File: src/rtl/epm_pkg.sv
// Shared types, constants and helper functions for the entropy pool twist mixer.
// No dependencies; used by epm_ctrl, epm_datapath and the top level.
package epm_pkg;

    localparam int POOL_WORDS = 2048;
    localparam int IDX_W      = $clog2(POOL_WORDS);
    localparam int WORD_W     = 32;
    localparam int ROT_W      = 5;
    localparam int TAP_COUNT  = 6;
    localparam int TAP_W      = $clog2(TAP_COUNT);

    localparam logic [IDX_W-1:0] IDX_LAST = IDX_W'(POOL_WORDS - 1);
    localparam logic [TAP_W-1:0] TAP_LAST = TAP_W'(TAP_COUNT - 1);

    localparam logic [ROT_W-1:0] ROT_STEP      = ROT_W'(7);
    localparam logic [ROT_W-1:0] ROT_STEP_WRAP = ROT_W'(14);

    // Offsets from the add pointer of the six words folded into a mixed word.
    localparam logic [IDX_W-1:0] TAP_OFF [TAP_COUNT] = '{
        IDX_W'(0), IDX_W'(1), IDX_W'(1638), IDX_W'(1231), IDX_W'(819), IDX_W'(411)
    };

    // Twist words from the CRC-32 polynomial, picked by the low 3 bits.
    localparam logic [WORD_W-1:0] TWIST [8] = '{
        32'h0000_0000, 32'h3b6e_20c8, 32'h76dc_4190, 32'h4db2_6158,
        32'hedb8_8320, 32'hd6d6_a3e8, 32'h9b64_c2b0, 32'ha00a_e278
    };

    typedef enum logic [1:0] {
        REQ_MIX   = 2'd0,
        REQ_WRITE = 2'd1,
        REQ_READ  = 2'd2,
        REQ_NONE  = 2'd3
    } t_req;

    typedef enum logic [2:0] {
        ST_CLEAR,
        ST_IDLE,
        ST_MIX,
        ST_READ,
        ST_FINISH
    } t_state;

    typedef struct packed {
        logic [1:0]        req_type;
        logic [WORD_W-1:0] data_word;
        logic [IDX_W-1:0]  entry_index;
    } t_in_item;

    typedef struct packed {
        logic [IDX_W-1:0]  touched_index;
        logic [WORD_W-1:0] entry_value;
    } t_out_item;

    typedef struct packed {
        logic             rd_en;
        logic [IDX_W-1:0] raddr;
        logic             we;
        logic [IDX_W-1:0] waddr;
        logic             clearing;
    } t_ram_cmd;

    typedef struct packed {
        logic acc_load;
        logic acc_xor;
        t_req kind;
    } t_dp_ctrl;

    function automatic logic [WORD_W-1:0] rotl32(input logic [WORD_W-1:0] v,
                                                 input logic [ROT_W-1:0] r);
        logic [2*WORD_W-1:0] d;
        d = {v, v} << r;
        return d[2*WORD_W-1:WORD_W];
    endfunction

    function automatic logic [WORD_W-1:0] twist_word(input logic [WORD_W-1:0] w);
        return (w >> 3) ^ TWIST[w[2:0]];
    endfunction

endpackage

File: src/rtl/epm_datapath.sv
// Mix datapath: folds the six tap words into the rotated input and applies the twist.
// Depends on epm_pkg.
module epm_datapath (
    input  logic                              i_clk,
    input  epm_pkg::t_dp_ctrl                 i_dp,
    input  logic [epm_pkg::WORD_W-1:0]        i_word,
    input  logic [epm_pkg::WORD_W-1:0]        i_rdata,
    output logic [epm_pkg::WORD_W-1:0]        o_value
);

    logic [epm_pkg::WORD_W-1:0] r_acc;

    // Tap data arrives in the cycle after its read; the last tap is folded in at finish.
    always_ff @(posedge i_clk) begin
        if (i_dp.acc_load) begin
            r_acc <= i_word;
        end else if (i_dp.acc_xor) begin
            r_acc <= r_acc ^ i_rdata;
        end
    end

    always_comb begin
        case (i_dp.kind)
            epm_pkg::REQ_MIX:   o_value = epm_pkg::twist_word(r_acc ^ i_rdata);
            epm_pkg::REQ_WRITE: o_value = i_word;
            epm_pkg::REQ_READ:  o_value = i_rdata;
            default:            o_value = i_rdata;
        endcase
    end

endmodule

File: config.mk
export PLATFORM = sky130hd
export DESIGN_NAME = epm_datapath
export DESIGN_NICKNAME = d
export VERILOG_FILES = /design/src/rtl/epm_pkg.sv /design/src/rtl/epm_datapath.sv
export SDC_FILE = /design/constraint.sdc
export NUM_CORES = 1
export LEC_CHECK = 0
export ABC_AREA = 1
export ABC_CLOCK_PERIOD_IN_PS = 1500
export BUFFER_PORTS_ARGS = -buffer_cell sky130_fd_sc_hd__buf_2
export CORE_MARGIN = 4
export CORE_UTILIZATION = 50
export CTS_CLUSTER_DIAMETER = 120
export DETAILED_ROUTE_END_ITERATION = 10
export PLACE_DENSITY = 0.82
export SYNTH_ARGS = -nofsm -noshare
export SYNTH_HDL_FRONTEND = slang
export SYNTH_SLANG_ARGS = --single-unit
File: constraint.sdc
create_clock -name i_clk -period 1.5 [get_ports i_clk]
set_input_delay 0 -clock i_clk [delete_from_list [all_inputs] [get_ports i_clk]]
set_output_delay 0 -clock i_clk [all_outputs]
set_load 0.02 [all_outputs]
==> results_dict.tcl, run 1 <==
set metrics [dict create \
    status "complete, but fails checks" \
    violations "setup timing" \
    rsz0062_at_grt "true" \
    nNetsFinal 530 \
    ys_async_sr_fraction 0 \
    vdd_drop_max_mv 0.6187 \
    start_util 0.5145 \
    cp.arrival_ps 1720 \
    wirelength_um 8285 \
    drt_iter0_drc 226 \
    clock_latency_ps 280 \
    tritoncts "yes" \
    first_pass_iters 5 \
    pwr-share-clk 0.199 \
    synthFlopType "edfxtp_1" \
    crit_start "r_acc[0]" \
    path_buf_inv 1 \
    reg2reg_slack_ps 280 \
    cp_common_cell "nand2_4" \
    start_kind "register" \
    die_area_um2 6442 \
    area_growth_pct 42.60 \
    vias_per_cell 5.415 \
    synthCells 357 \
    fin_setup_tns_ps -2686 \
    vias 2881 \
    end_kind "primary output" \
    cts.htree.levels 2 \
    tightest_slew_ps 821.4 \
    maxSlewViolCount 0 \
    clock_path_buffers 2 \
    die_height_um 80.27 \
    worst_slew_margin_rel 0.4524 \
    max_freq_mhz 582.7 \
    drc 0 \
    largest-register "r_acc" \
    path_max_fanout 5 \
    grt_pass1_wl_um 12600 \
    power.switching_w 0.001247 \
    synth_warnings 0 \
    fp.coreArea_um2 5075 \
    grtUsageTotal 0.2520 \
    r2r_end "r_acc[0]" \
    ff2ff_path_depth 5 \
    combinationalPowerShare 0.446 \
    port_buffers 100 \
    cap_violations 0 \
    holdPathStages 3 \
    synth-edff-count 32 \
    fin_crit_ps 1716 \
    ys_ff_latch 32 \
    grt_max_degree 65 \
    max_stage_delay_ps 450 \
    cpMaxStageDelayCell "edfxtp_1" \
    switching_share 0.3762 \
    cts-root-buf "clkbuf_8" \
    power_density_nw_per_um2 890.2 \
    leakage_nw 1.731 \
    path_clk_slew_ps 70 \
    syn_area_per_cell_um2 7.314 \
    n_antenna_cell 0 \
    finalCritPeriodShare 1.144 \
    final_cells 532 \
    final_hold_viol_count 0 \
    ys_types 29 \
    ioPinCount 101 \
    critPathKind "register to primary output" \
    p_seq_frac 0.355 \
    placed_cells 519 \
    min_from "i_word[27]" \
    drive_above_1_share 0.4048 \
    p_int_w 0.002068 \
    grt_overflow 0 \
    cts.sink_count 32 \
    cts-buffers-inserted 5 \
    setup_slack_ps -216.0 \
    hpwl_um 5439 \
    whs_endpoint "r_acc[27]" \
    fp.dieW_um 80.27 \
    setup_viol 23 \
    place_congestion 0.8003 \
    worstPathRequired_ps 1500 \
    wl_per_cell_um 15.57 \
    seq_area_frac_synth 0.3680 \
    min_path_type "input port to register" \
    critical_path.top_delay_family "simple AND/OR/NAND/NOR gates" \
    grt_pass1_vias 2809 \
    syn_nets 426 \
    cp_cell_sequence "nand2_2 > nand2_4 > nand2_4 > nand2_4 > or2_1 > nand3_1 > nand3_1 > buf_6" \
    syn_area_um2 2611 \
    antenna_found_initial 0 \
    crit_cells 8 \
    skew_ps 0 \
    top_regs "r_acc: 32 flops" \
    rows 26 \
    antenna_left 0 \
    r2r_start "r_acc[0]" \
    largest_reg_flops 32 \
]
## cells by family (layout without fill, tap and decap cells)
| group | count (synthesis) | after routing | synth area share |
|---|---|---|---|
| AOI/OAI and AO/OA | 47 | 47 | 0.1073 |
| xor gates and xnor gates | 33 | 33 | 0.1164 |
| buffers and inverters | 39 | 143 | 0.07043 |
| DFF | 32 | 32 | 0.3680 |
| and+or+nand+nor | 206 | 207 | 0.3378 |
## worst min-delay path, stage by stage
cell and delay [ps]:
buf_2 90, nand2_1 40, o21ai_0 50
## through the flow
stage          instance area [µm²]  hold slack, ps  total power [W]  utilization  setup slack, ps
2_1_floorplan                 2611           187.1         0.001944            -            170.0
3_3_place_gp                  3188           287.6         0.002299       0.6282            128.4
3_5_place_dp                  3188           292.5         0.002332       0.6282            86.30
4_1_cts                       3548           2.858         0.003178       0.6992           -128.6
5_1_grt                       3724           20.15         0.003464       0.7337           -286.9
6_report                      3724           8.264         0.003315       0.7337           -216.0
## Yosys cell counts, types with 2 or more instances
master | number | area [µm²]
nand2_1 | 144 | 540.5
nand3_1 | 42 | 210.2
o21ai_0 | 33 | 165.2
edfxtp_1 | 32 | 960.9
xnor2_1 | 25 | 219.0
inv_1 | 16 | 60.06
clkbuf_1 | 10 | 37.54
o311ai_0 | 7 | 61.31
xor2_1 | 6 | 52.55
nand2_2 | 5 | 31.28
or2_1 | 5 | 31.28
or2_0 | 4 | 25.02
a22o_1 | 3 | 26.28
buf_2 | 3 | 15.01
buf_6 | 3 | 33.78
inv_2 | 3 | 11.26
a21boi_0 | 2 | 15.01
buf_4 | 2 | 15.01
or2_2 | 2 | 12.51
## per-layer routing
metal,vias up,track usage,share of wire
li1,1390,-,-
met1,1343,0.2881,0.39
met2,124,0.4768,0.53
met3,24,0.04372,0.063
met4,0,0.06757,0.024
met5,-,0,0
## worst max-delay path by stage
stage | to | slack, ps
floorplan | o_value[0] | 170
global placement | o_value[21] | 130
detailed placement | o_value[18] | 90
CTS | o_value[27] | -130
global route | o_value[24] | -290
finish | o_value[18] | -220
## power groups by stage
stage | clock, W | combinational [W] | sequential [W]
6_report | 0.000660 | 0.00148 | 0.00118
5_1_grt | 0.000675 | 0.00160 | 0.00119
4_1_cts | 0.000659 | 0.00135 | 0.00117
3_5_place_dp | 0 | 0.00114 | 0.00119
3_3_place_gp | 0 | 0.00111 | 0.00118
2_1_floorplan | 0 | 0.000766 | 0.00118
## final cells by class
type / instances / area (µm²)
fill: 373 / 1351
tap: 70 / 87.58
inverter: 20 / 80.08
multi-input combinational: 287 / 1732
timing repair buffer: 115 / 783.3
clock buffer: 7 / 76.32
clock inverter: 1 / 3.754
sequential: 32 / 960.9
## layout by cell type (no fill, tap or decap)
master,n
xor2_4,2
or2_4,1
edfxtp_1,32
nand2_4,11
o21ai_0,32
o311ai_0,7
o211ai_1,1
xor2_1,5
nand2_1,122
inv_1,14
nand3_1,22
buf_12,1
inv_6,1
inv_2,5
buf_6,28
clkbuf_8,5
buf_4,7
buf_2,79
o21ai_2,1
clkinv_1,1
xnor2_2,2
nand2_2,18
a21boi_2,2
a22o_1,3
or2_1,6
or2_2,1
xnor2_1,24
nor2_2,2
o21ai_1,1
clkbuf_1,2
or2_0,3
nand3_2,21
## timing repair
action | CTS | global route
endpoints found under the setup margin | 23 | 24
gates resized for setup | 71 | 46
pin swaps | 24 | 20
gates cloned | 1 | 0
buffers inserted | 4 | 0
hold buffers | 0 | 0
hold endpoints to repair | 0 | 0
(Power assumes the default switching activity.)
==> run 2, diff against run 1 <==
--- a/config.mk
+++ b/config.mk
@@ -6,7 +6,7 @@
 export NUM_CORES = 1
 export LEC_CHECK = 0
 export ABC_AREA = 1
-export ABC_CLOCK_PERIOD_IN_PS = 1500
+export ABC_CLOCK_PERIOD_IN_PS = 1930
 export BUFFER_PORTS_ARGS = -buffer_cell sky130_fd_sc_hd__buf_2
 export CORE_MARGIN = 4
 export CORE_UTILIZATION = 50
==> constraint.sdc (replaced) <==
create_clock -name i_clk -period 1.93 [get_ports i_clk]
set_input_delay 0 -clock i_clk [delete_from_list [all_inputs] [get_ports i_clk]]
set_output_delay 0 -clock i_clk [all_outputs]
set_load 0.02 [all_outputs]
==> results_dict.tcl, run 2 (same netlist as run 1, synthesis figures left out) <==
set metrics [dict create \
    cts.sink_count 32 \
    layout_common_cells "144 x nand2_1, 100 x buf_2, 42 x nand3_1, 33 x o21ai_0, 32 x edfxtp_1" \
    cpMaxStageDelayCell "edfxtp_1" \
    postCtsSetupBuffers 0 \
    drt_iter0_drc 191 \
    combinationalPowerShare 0.384 \
    path_buf_inv 1 \
    grt_overflow 0 \
    start_util 0.5145 \
    critPathKind "register to primary output" \
    vdd_drop_max_mv 0.5337 \
    min_path_type "input port to register" \
    fin_util 0.6363 \
    tightest_slew_ps 801.0 \
    area_growth_pct 23.67 \
    pwr-share-clk 0.217 \
    maxSlewViolCount 0 \
    path_clk_slew_ps 70 \
    critical_path.top_delay_family "XOR/XNOR gates" \
    n_antenna_cell 0 \
    fp.coreArea_um2 5075 \
    grt_pass1_vias 2578 \
    max_freq_mhz 559.0 \
    final_common_cell "nand2_1" \
    end_kind "primary output" \
    cp_common_cell "nand2_1" \
    clock_latency_ps 280 \
    cts-root-buf "clkbuf_8" \
    die_area_um2 6442 \
    die_height_um 80.27 \
    final_hold_viol_count 0 \
    tritoncts "yes" \
    wirelength_um 7441 \
    fp.dieW_um 80.27 \
    power_density_nw_per_um2 709.3 \
    cp_cell_sequence "xnor2_4 > xor2_1 > nand2_1 > nand3_1 > nand2_1 > buf_2" \
    multiInputGateArea_um2 1485 \
    p_int_w 0.001454 \
    drive_above_1_share 0.2816 \
    top_regs "r_acc: 32 flops" \
    nNetsFinal 519 \
    leakage_nw 1.511 \
    status "complete, no violations" \
    grt_max_degree 65 \
    cts.htree.levels 2 \
    fin_setup_tns_ps 0 \
    antenna_left 0 \
    grtUsageTotal 0.2332 \
    cp.arrival_ps 1790 \
    path_max_fanout 5 \
    ioPinCount 101 \
    rows 26 \
    wl_per_cell_um 14.28 \
    regArea_um2 960.9 \
    drc 0 \
    largest_reg_flops 32 \
    cap_violations 0 \
    vias 2678 \
    first_pass_iters 5 \
    setup_viol 0 \
    largest-register "r_acc" \
    cts-buffers-inserted 5 \
    hpwl_um 5545 \
    place_congestion 0.8013 \
    antenna_found_initial 0 \
    clock_path_buffers 2 \
    power.switching_w 0.0008368 \
    max_stage_delay_ps 510 \
    rsz0062_at_grt "false" \
    start_kind "register" \
    worstPathRequired_ps 1930 \
    vias_per_cell 5.140 \
    skew_ps 0 \
    port_buffers 100 \
    switching_share 0.3653 \
    finalCritPeriodShare 0.9269 \
    worst_slew_margin_rel 0.4660 \
    fill_cells 477 \
    fin_crit_ps 1789 \
    p_seq_frac 0.399 \
    grt_pass1_wl_um 11740 \
]
run 2: routing by layer:
metal / vias up / part of all wire / GRT usage / wire [µm]
met4: 0 / 0.015 / 0.07939 / 108
met5: - / 0 / 0 / 0
met3: 10 / 0.069 / 0.03812 / 516
li1: 1364 / - / - / -
met2: 95 / 0.51 / 0.4065 / 3795
met1: 1209 / 0.41 / 0.2904 / 3020
run 2: final cells by class:
| cell class | count | area share |
|---|---|---|
| inverters | 20 | 0.02402 |
| flip-flops and latches | 32 | 0.2976 |
| clock inverters | 1 | 0.001162 |
| well taps | 70 | 0.02712 |
| repair buffers | 105 | 0.1666 |
| clock buffers | 7 | 0.02363 |
| multi-input cells | 286 | 0.4599 |
run 2: path summary, 6_finish.rpt:
check	startpoint	to	slack, ps	depth (start not counted)
worst max-delay path	r_acc[2]	o_value[21]	140	6
worst min-delay path	i_word[28]	r_acc[28]	8	3
worst min register to register	r_acc[4]	r_acc[4]	670	2
worst max register to register	r_acc[2]	r_acc[2]	550	3
run 2: through the flow:
step                      instances  hold WS, ps  total power, W  setup slack (ps)  area [µm²]
final                           521        7.586        0.002291             141.0        3229
after global placement          513        286.7        0.001769             515.7        3131
after CTS                       521        6.883        0.002283             134.6        3211
after floorplan                 357        187.1        0.001511             600.0        2611
after detailed placement        513        298.0        0.001792             457.2        3131
after global routing            521        25.70        0.002417             13.97        3229
run 2: what timing repair did:
| action | 4_1_cts | 5_1_grt |
|---|---|---|
| resized for setup | 0 | 2 |
| hold buffers | 0 | 0 |
| endpoints found under the setup margin | 0 | 1 |
run 2: tightest hold or removal path, cell delays in order:
cell	delay, ps
buf_2	90
nand2_1	40
o21ai_0	50
run 2: power by group through the flow:
stage / clock network [W] / registers, W / logic, W
after floorplan: 0 / 0.000916 / 0.000595
after global placement: 0 / 0.000922 / 0.000847
after detailed placement: 0 / 0.000926 / 0.000866
after CTS: 0.000500 / 0.000912 / 0.000871
after global routing: 0.000518 / 0.000923 / 0.000976
final: 0.000497 / 0.000914 / 0.000880
