===== src/rtl/epm_pkg.sv =====
// Shared types, constants and helper functions for the entropy pool twist mixer.
// No dependencies; used by epm_ctrl, epm_datapath and the top level.
package epm_pkg;

    localparam int POOL_WORDS = 2048;
    localparam int IDX_W      = $clog2(POOL_WORDS);
    localparam int WORD_W     = 32;
    localparam int ROT_W      = 5;
    localparam int TAP_COUNT  = 6;
    localparam int TAP_W      = $clog2(TAP_COUNT);

    localparam logic [IDX_W-1:0] IDX_LAST = IDX_W'(POOL_WORDS - 1);
    localparam logic [TAP_W-1:0] TAP_LAST = TAP_W'(TAP_COUNT - 1);

    localparam logic [ROT_W-1:0] ROT_STEP      = ROT_W'(7);
    localparam logic [ROT_W-1:0] ROT_STEP_WRAP = ROT_W'(14);

    // Offsets from the add pointer of the six words folded into a mixed word.
    localparam logic [IDX_W-1:0] TAP_OFF [TAP_COUNT] = '{
        IDX_W'(0), IDX_W'(1), IDX_W'(1638), IDX_W'(1231), IDX_W'(819), IDX_W'(411)
    };

    // Twist words from the CRC-32 polynomial, picked by the low 3 bits.
    localparam logic [WORD_W-1:0] TWIST [8] = '{
        32'h0000_0000, 32'h3b6e_20c8, 32'h76dc_4190, 32'h4db2_6158,
        32'hedb8_8320, 32'hd6d6_a3e8, 32'h9b64_c2b0, 32'ha00a_e278
    };

    typedef enum logic [1:0] {
        REQ_MIX   = 2'd0,
        REQ_WRITE = 2'd1,
        REQ_READ  = 2'd2,
        REQ_NONE  = 2'd3
    } t_req;

    typedef enum logic [2:0] {
        ST_CLEAR,
        ST_IDLE,
        ST_MIX,
        ST_READ,
        ST_FINISH
    } t_state;

    typedef struct packed {
        logic [1:0]        req_type;
        logic [WORD_W-1:0] data_word;
        logic [IDX_W-1:0]  entry_index;
    } t_in_item;

    typedef struct packed {
        logic [IDX_W-1:0]  touched_index;
        logic [WORD_W-1:0] entry_value;
    } t_out_item;

    typedef struct packed {
        logic             rd_en;
        logic [IDX_W-1:0] raddr;
        logic             we;
        logic [IDX_W-1:0] waddr;
        logic             clearing;
    } t_ram_cmd;

    typedef struct packed {
        logic acc_load;
        logic acc_xor;
        t_req kind;
    } t_dp_ctrl;

    function automatic logic [WORD_W-1:0] rotl32(input logic [WORD_W-1:0] v,
                                                 input logic [ROT_W-1:0] r);
        logic [2*WORD_W-1:0] d;
        d = {v, v} << r;
        return d[2*WORD_W-1:WORD_W];
    endfunction

    function automatic logic [WORD_W-1:0] twist_word(input logic [WORD_W-1:0] w);
        return (w >> 3) ^ TWIST[w[2:0]];
    endfunction

endpackage


===== src/rtl/epm_ctrl.sv =====
// Sequencer for the pool mixer: clearing sweep, request capture, tap reads, write-back.
// Depends on epm_pkg.
module epm_ctrl (
    input  logic                              i_clk,
    input  logic                              i_rst_n,
    input  logic                              i_in_valid,
    output logic                              o_in_ready,
    input  epm_pkg::t_in_item                 i_in,
    input  logic                              i_out_free,
    output epm_pkg::t_ram_cmd                 o_ram,
    output epm_pkg::t_dp_ctrl                 o_dp,
    output logic [epm_pkg::WORD_W-1:0]        o_word,
    output logic [epm_pkg::IDX_W-1:0]         o_idx,
    output logic                              o_finish
);

    epm_pkg::t_state r_state, n_state;
    epm_pkg::t_req   r_kind, n_kind;
    logic [epm_pkg::IDX_W-1:0]  r_cnt, n_cnt;
    logic [epm_pkg::IDX_W-1:0]  r_ptr, n_ptr;
    logic [epm_pkg::IDX_W-1:0]  r_idx, n_idx;
    logic [epm_pkg::ROT_W-1:0]  r_rot, n_rot;
    logic [epm_pkg::WORD_W-1:0] r_data, n_data;
    logic [epm_pkg::TAP_W-1:0]  r_tap, n_tap;

    logic                       accept;
    epm_pkg::t_req              in_kind;
    logic [epm_pkg::IDX_W-1:0]  ptr_dec;

    assign in_kind = epm_pkg::t_req'(i_in.req_type);
    assign accept  = i_in_valid && o_in_ready;
    assign ptr_dec = r_ptr - epm_pkg::IDX_W'(1);

    // Next state
    always_comb begin
        n_state = r_state;
        case (r_state)
            epm_pkg::ST_CLEAR: begin
                if (r_cnt == epm_pkg::IDX_LAST) n_state = epm_pkg::ST_IDLE;
            end
            epm_pkg::ST_IDLE: begin
                if (accept) begin
                    case (in_kind)
                        epm_pkg::REQ_MIX:   n_state = epm_pkg::ST_MIX;
                        epm_pkg::REQ_WRITE: n_state = epm_pkg::ST_FINISH;
                        epm_pkg::REQ_READ:  n_state = epm_pkg::ST_READ;
                        default:            n_state = epm_pkg::ST_IDLE;
                    endcase
                end
            end
            epm_pkg::ST_MIX: begin
                if (r_tap == epm_pkg::TAP_LAST) n_state = epm_pkg::ST_FINISH;
            end
            epm_pkg::ST_READ:   n_state = epm_pkg::ST_FINISH;
            epm_pkg::ST_FINISH: begin
                if (i_out_free) n_state = epm_pkg::ST_IDLE;
            end
            default: n_state = epm_pkg::ST_IDLE;
        endcase
    end

    // Request and pointer registers
    always_comb begin
        n_kind = r_kind;
        n_cnt  = r_cnt;
        n_ptr  = r_ptr;
        n_idx  = r_idx;
        n_rot  = r_rot;
        n_data = r_data;
        n_tap  = r_tap;
        if (r_state == epm_pkg::ST_CLEAR) begin
            n_cnt = r_cnt + epm_pkg::IDX_W'(1);
        end
        if (r_state == epm_pkg::ST_MIX) begin
            n_tap = r_tap + epm_pkg::TAP_W'(1);
        end
        if (accept) begin
            n_kind = in_kind;
            n_tap  = '0;
            if (in_kind == epm_pkg::REQ_MIX) begin
                // step the pointer down, then grow the rotate amount
                n_ptr  = ptr_dec;
                n_idx  = ptr_dec;
                n_data = epm_pkg::rotl32(i_in.data_word, r_rot);
                n_rot  = r_rot + ((ptr_dec == '0) ? epm_pkg::ROT_STEP_WRAP
                                                   : epm_pkg::ROT_STEP);
            end else begin
                n_idx  = i_in.entry_index;
                n_data = i_in.data_word;
            end
        end
    end

    // Outputs
    always_comb begin
        o_in_ready        = 1'b0;
        o_ram.rd_en       = 1'b0;
        o_ram.raddr       = r_idx;
        o_ram.we          = 1'b0;
        o_ram.waddr       = r_idx;
        o_ram.clearing    = 1'b0;
        o_dp.acc_load     = 1'b0;
        o_dp.acc_xor      = 1'b0;
        o_dp.kind         = r_kind;
        case (r_state)
            epm_pkg::ST_CLEAR: begin
                o_ram.we       = 1'b1;
                o_ram.waddr    = r_cnt;
                o_ram.clearing = 1'b1;
            end
            epm_pkg::ST_IDLE: begin
                o_in_ready = 1'b1;
            end
            epm_pkg::ST_MIX: begin
                o_ram.rd_en   = 1'b1;
                o_ram.raddr   = r_idx + epm_pkg::TAP_OFF[r_tap];
                o_dp.acc_load = (r_tap == '0);
                o_dp.acc_xor  = (r_tap != '0);
            end
            epm_pkg::ST_READ: begin
                o_ram.rd_en = 1'b1;
            end
            epm_pkg::ST_FINISH: begin
                // hold until the output register can take the transfer
                o_ram.we = i_out_free && (r_kind != epm_pkg::REQ_READ);
            end
            default: begin
                o_in_ready = 1'b0;
            end
        endcase
    end

    assign o_word   = r_data;
    assign o_idx    = r_idx;
    assign o_finish = (r_state == epm_pkg::ST_FINISH);

    always_ff @(posedge i_clk) begin
        if (!i_rst_n) begin
            r_state <= epm_pkg::ST_CLEAR;
            r_cnt   <= '0;
            r_ptr   <= '0;
            r_rot   <= '0;
            r_tap   <= '0;
            r_kind  <= epm_pkg::REQ_NONE;
        end else begin
            r_state <= n_state;
            r_cnt   <= n_cnt;
            r_ptr   <= n_ptr;
            r_rot   <= n_rot;
            r_tap   <= n_tap;
            r_kind  <= n_kind;
        end
    end

    always_ff @(posedge i_clk) begin
        r_idx  <= n_idx;
        r_data <= n_data;
    end

    a_no_read_while_clearing: assert property (@(posedge i_clk) disable iff (!i_rst_n)
        (r_state == epm_pkg::ST_CLEAR) |-> !o_ram.rd_en)
        else $error("pool read during clearing sweep");

    a_write_only_clear_or_finish: assert property (@(posedge i_clk) disable iff (!i_rst_n)
        o_ram.we |-> (r_state == epm_pkg::ST_CLEAR || r_state == epm_pkg::ST_FINISH))
        else $error("pool write outside clear or finish");

    a_tap_in_range: assert property (@(posedge i_clk) disable iff (!i_rst_n)
        (r_state == epm_pkg::ST_MIX) |-> (r_tap <= epm_pkg::TAP_LAST))
        else $error("tap counter out of range");

    a_ptr_steps_down: assert property (@(posedge i_clk) disable iff (!i_rst_n)
        (accept && in_kind == epm_pkg::REQ_MIX) |=>
            (r_ptr == epm_pkg::IDX_W'($past(r_ptr) - epm_pkg::IDX_W'(1))))
        else $error("add pointer did not step down on mix");

endmodule


===== config.mk =====
export PLATFORM = sky130hd
export DESIGN_NAME = epm_ctrl
export DESIGN_NICKNAME = d
export VERILOG_FILES = /design/src/rtl/epm_pkg.sv /design/src/rtl/epm_ctrl.sv
export SDC_FILE = /design/constraint.sdc
export NUM_CORES = 1
export LEC_CHECK = 0
export BUFFER_PORTS_ARGS = -buffer_cell sky130_fd_sc_hd__buf_2
export CAP_MARGIN = 30
export CORE_MARGIN = 2
export CORE_UTILIZATION = 47
export DETAILED_ROUTE_END_ITERATION = 10
export PLACE_DENSITY = 0.82
export REMOVE_ABC_BUFFERS = 1
export SLEW_MARGIN = 40
export SYNTH_ARGS = -nofsm -noshare
export SYNTH_HDL_FRONTEND = slang
export SYNTH_SLANG_ARGS = --single-unit

===== constraint.sdc =====
create_clock -name i_clk -period 6.45 [get_ports i_clk]
set_input_delay 1.29 -clock i_clk [delete_from_list [all_inputs] [get_ports i_clk]]
set_output_delay 1.29 -clock i_clk [all_outputs]
set_load 0.03 [all_outputs]

==> results of run 1 <==
## worst paths after layout
check / start / to / cells after the start
setup / recovery: r_tap[2]$_SDFFE_PP0P_ / o_ram[23] / 11
hold / removal: r_kind[0]$_SDFFE_PN1P_ / r_kind[0]$_SDFFE_PN1P_ / 2
setup reg to reg: r_ptr[0]$_SDFFE_PN0P_ / r_rot[4]$_SDFFE_PN0P_ / 14
hold reg to reg: r_kind[0]$_SDFFE_PN1P_ / r_kind[0]$_SDFFE_PN1P_ / 2
## through the flow
stage          utilization [%]  hold slack (ns)
6_report                  55.1            0.508
2_1_floorplan                -            0.470
3_5_place_dp              52.7            0.496
4_1_cts                   55.1            0.517
5_1_grt                   55.1            0.554
3_3_place_gp              52.6            0.484
## kinds of logic (layout without fill, tap and decap cells)
family,count (synthesis),in the layout,share of synthesized area (%)
flip-flops,78,78,31.7
adder cells (fa/ha/maj),21,21,4.31
XOR/XNOR,34,34,4.74
buffers and inverters,61,161,4.86
AND/OR/NAND/NOR,249,249,18.2
AO/OA/AOI/OAI,114,114,10.8
multiplexers,113,113,25.4
## power breakdown
group | total (mW) | internal (mW) | switching, mW
clock | 0.533 | 0.324 | 0.210
combinational | 0.128 | 0.0568 | 0.0716
sequential | 0.531 | 0.527 | 0.00304
total | 1.19 | 0.908 | 0.284
## registers in the layout (all words and copies together) (netlist names)
register and flops:
r_tap 3, r_kind 2, r_ptr 11, o_word 32, r_state 3, r_rot 5
r_cnt 11, o_idx 11
## layer usage
metal | track usage (%) | wire length (um) | vias up
li1 | - | - | 2575
met1 | 26.0 | 6200 | 2438
met2 | 39.4 | 7830 | 230
met3 | 5.89 | 1140 | 18
met4 | 6.91 | 261 | 0
met5 | 0 | 0 | -
## cell type report
type,instances,area (um^2)
multi-input combinational,531,3990
fill,1170,5890
timing repair buffer,128,656
sequential,78,2000
tap,176,220
inverter,17,63.8
clock inverter,6,67.6
clock buffer,10,250
## synthesized netlist by cell type, types with 4 or more instances
| cell type | n |
|---|---|
| xnor2_1 | 27 |
| a21boi_0 | 5 |
| o21ai_1 | 36 |
| a21boi_1 | 5 |
| xor2_1 | 7 |
| nor3_1 | 4 |
| edfxtp_1 | 43 |
| ha_1 | 20 |
| nand3_1 | 6 |
| buf_6 | 8 |
| mux2i_1 | 33 |
| mux4_2 | 32 |
| buf_1 | 4 |
| o21a_1 | 4 |
| or3_1 | 8 |
| a21oi_1 | 8 |
| a211oi_1 | 4 |
| nor2_1 | 18 |
| and2_1 | 18 |
| o21ai_0 | 33 |
| dfxtp_1 | 35 |
| clkbuf_1 | 23 |
| buf_2 | 7 |
| mux2_2 | 48 |
| inv_1 | 14 |
| nand2_1 | 169 |
## critical path, cell delays in order, from the launching register on
cell	delay (ns)
dfxtp_1	0.41
inv_1	0.16
nand2_1	0.07
ha_1	0.22
fa_1	0.43
a211o_1	0.29
a211oi_1	0.30
o21bai_1	0.15
o22ai_1	0.17
mux2i_1	0.25
xnor2_1	0.13
buf_2	0.21
==> impl_metrics.yaml, run 1 <==
sta:
  tns_ns: 0
  rsz0062_at_grt: "no"
  final.period_utilization_pct: 68.6
  fin_skew_ns: 0.00865
  fmax_mhz: 226
  setup_viol: 0
  setup_ws_ns: 2.03
  period_needed_ns: 4.42
  finalHoldViolations: 0
  slew_headroom_pct: 49.4
  tightest_slew_ns: 0.759
  maxSlewViolCount: 0
route:
  wl_um: 15400
  routed_via_density: 5.56
  wl_per_cell_um: 16.3
  num_vias: 5261
  dr.pass1.iters: 6
  drt_iter0_markers: 339
  ant_nets: 0
  drc_errors: 0
layout:
  drive_gt1_share_pct: 31.8
  final_cell_area_mm2: 0.00724
  fin_cells: 946
  mostFrequentLayoutCell: "nand2_1"
  finalNetCount: 835
  areaGrowthSynthToFinish_pct: 15.4
  layout_common_cells: "nand2_1 (169), buf_2 (122), mux2_2 (48)"
  diodes: 0
placed_design:
  dp_slack_ns: 2.40
  hpwl_um: 11500
  placed_area_mm2: 0.00692
  port_buffers: 122
  place_congestion: 0.915
  dp.cells: 930
global_route:
  grt_overflow: 0
  grt_max_degree: 87
  grt_pass1_wl_um: 24900
  grt_pass1_vias: 4940
  grt_usage_pct: 22.1
  antenna_found_initial: 1
hold_path:
  hp-class: "reg -> reg"
floorplan:
  start_util_pct: 47.8
  dieArea_mm2: 0.0143
  die_x_um: 120
  core_mm2: 0.0131
  num_rows: 42
  io_pins: 123
  die_height_um: 120
clock_network:
  cts_resized: 0
  post-cts-setup-buffer-count: 0
  cts_max_level: 3
  cts.sinks: 78
  cts_hold_buf: 0
  cts_tree: "yes"
  cts_inserted_buffers: 9
  cts_max_path_buffers: 2
  path_clk_slew_ns: 0.07
  clkLatencyLatePin_ns: 0.35
  cts_root_buffer: "clkbuf_16"
logic_synthesis:
  synth.distinct_cells: 59
  synth_edf_count: 43
  synthArstFlopShare_pct: 0
  yosysTopAreaCell: "edfxtp_1"
  ys_ff_latch: 78
  synth_ff_type: "edfxtp_1"
  syn_inst: 670
  syn_area_per_cell_um2: 9.37
  yosysWarnings: 0
  ys_seq_area_share_pct: 31.7
  synth_area_mm2: 0.00628
  synth_top_area_share_pct: 20.6
  synthTopCellsByArea: "edfxtp_1 (21%), mux4_2 (11%), dfxtp_1 (11%)"
critical_path:
  critPathKind: "reg -> out"
  worstPathRequired_ns: 5.16
  endpoint_kind: "primary output"
  r2r_setup_slack_ns: 3.39
  cp-start-kind: "flop"
  crit_fanout: 10
  arrival_ns: 3.13
power_and_ir_drop:
  leakage_nw: 3.02
  power_mw: 1.19
  ir_drop_mv: 0.210
  power_density_mw_per_mm2: 165
run:
  cap_viol_max_count: 0
status:
  status: "finished, final reports clean"
(Power assumes the default switching activity.)
==> inputs of run 2 (changes only) <==
- PLACE_DENSITY: 0.82 -> 0.84
- clock period: 6.45 -> 3.79 ns (I/O delays scaled with it)
==> impl_metrics.yaml, run 2 (synthesized netlist as in run 1, its figures left out) <==
sta:
  finalHoldViolations: 0
  rsz0062_at_grt: "no"
  tns_ns: 0
  tightest_slew_ns: 0.753
  maxSlewViolCount: 0
  fmax_mhz: 273
  slew_headroom_pct: 49.5
  setup_viol: 0
  final.period_utilization_pct: 96.5
  fin_skew_ns: 0.0107
  period_needed_ns: 3.66
floorplan:
  io_pins: 123
  die_x_um: 120
  dieArea_mm2: 0.0143
  num_rows: 42
  die_height_um: 120
  core_mm2: 0.0131
  start_util_pct: 47.8
layout:
  fin_cells: 953
  mostFrequentLayoutCell: "nand2_1"
  finalNetCount: 842
  final_cell_area_mm2: 0.00726
  areaGrowthSynthToFinish_pct: 15.7
  drive_gt1_share_pct: 32.7
  diodes: 0
  largest_register_ffs: 32
  layout_common_cells: "nand2_1 (169), buf_2 (121), mux2_2 (48)"
  post-route-util_pct: 55.3
global_route:
  antenna_found_initial: 0
  grt_usage_pct: 21.4
  grt_max_degree: 67
  grt_pass1_vias: 5117
  grt_pass1_wl_um: 24700
  grt_overflow: 0
run:
  cap_viol_max_count: 0
clock_network:
  cts.sinks: 78
  cts_max_path_buffers: 2
  path_clk_slew_ns: 0.06
  clkLatencyLatePin_ns: 0.34
  cts_tree: "yes"
  cts_root_buffer: "clkbuf_16"
  cts_inserted_buffers: 9
  cts_hold_buf: 0
  cts_max_level: 3
route:
  wl_um: 15400
  drt_iter0_markers: 418
  dr.pass1.iters: 5
  num_vias: 5393
  wl_per_cell_um: 16.2
  drc_errors: 0
  routed_via_density: 5.66
  ant_nets: 0
critical_path:
  arrival_ns: 2.90
  endpoint: "o_ram[23]"
  r2r_cells: 14
  critPathKind: "reg -> out"
  r2r_setup_slack_ns: 0.64
  cp-start-kind: "flop"
  regToRegEndpoint: "r_rot[4]$_SDFFE_PN0P_"
  r2r-start: "r_ptr[0]$_SDFFE_PN0P_"
  worstPathRequired_ns: 3.03
  startpoint: "r_tap[2]$_SDFFE_PP0P_"
  crit_fanout: 10
  endpoint_kind: "primary output"
placed_design:
  dp.cells: 936
  placed_area_mm2: 0.00696
  hpwl_um: 11600
  place_congestion: 0.973
  port_buffers: 122
power_and_ir_drop:
  power_density_mw_per_mm2: 268
  ir_drop_mv: 0.162
  power_mw: 1.94
  leakage_nw: 3.05
status:
  status: "finished, final reports clean"
hold_path:
  hp-class: "reg -> reg"
-- run 2: cell types whose count changed in the layout (fill, tap and decap cells not counted), sizes merged --
cell	before	now
clkbuf	10	9
bufinv	1	0
inv	17	21
clkinv	2	3
clkinvlp	3	0
buf	128	135
-- run 2: worst min-delay path by stage --
stage	start	to	slack, ns	depth (start not counted)
floorplan	r_cnt[7]$_SDFFE_PN0P_	r_cnt[7]$_SDFFE_PN0P_	0.47	2
global placement	r_cnt[7]$_SDFFE_PN0P_	r_cnt[7]$_SDFFE_PN0P_	0.49	2
detailed placement	r_kind[1]$_SDFFE_PN1P_	r_kind[1]$_SDFFE_PN1P_	0.50	2
CTS	r_kind[1]$_SDFFE_PN1P_	r_kind[1]$_SDFFE_PN1P_	0.51	2
global route	r_kind[1]$_SDFFE_PN1P_	r_kind[1]$_SDFFE_PN1P_	0.54	2
finish	r_kind[1]$_SDFFE_PN1P_	r_kind[1]$_SDFFE_PN1P_	0.51	2
-- run 2: repair_timing --
item / in CTS / in global routing
gates resized for setup: 1 / 6
pin swaps: 0 / 1
endpoints found under the setup margin: 1 / 2
setup buffers: 0 / 1
endpoints found under the hold margin: 0 / 0
-- run 2: where the power goes --
part / total, mW / internal [mW] / switching [mW]
Clock: 0.824 / 0.453 / 0.371
Sequential: 0.903 / 0.898 / 0.00482
Combinational: 0.217 / 0.0964 / 0.121
Total: 1.94 / 1.45 / 0.497
-- run 2: worst max-delay path, stage by stage (launching register included) --
cell and delay, ns:
dfxtp_2 0.38, inv_2 0.09, nand2_1 0.06, ha_1 0.22, fa_2 0.38, a211o_1 0.31, a211oi_2 0.26, o21bai_1 0.14
o22ai_1 0.15, mux2i_1 0.26, xnor2_1 0.14, buf_4 0.18
-- run 2: per-layer routing --
layer | up-vias | track usage, % | share of wire, %
met3 | 26 | 3.42 | 7.2
met1 | 2550 | 26.5 | 41
met2 | 230 | 38.6 | 50
li1 | 2587 | - | -
met4 | 0 | 5.88 | 1.8
met5 | - | 0 | 0
-- run 2: layout make-up --
cell class                 count  area [um^2]
clock buffer                   9          225
clock inverter                 7         53.8
fill                        1189         5880
inverter                      17         63.8
multi-input combinational    531         3990
sequential                    78         2000
tap                          176          220
timing repair buffer         135          711
-- run 2: per-stage QoR --
step / hold WS [ns] / setup WS (ns)
after CTS: 0.512 / 0.00664
final: 0.507 / 0.132
after global placement: 0.492 / 0.371
after detailed placement: 0.503 / 0.295
after global routing: 0.537 / 0.0157
after floorplan: 0.470 / 0.188
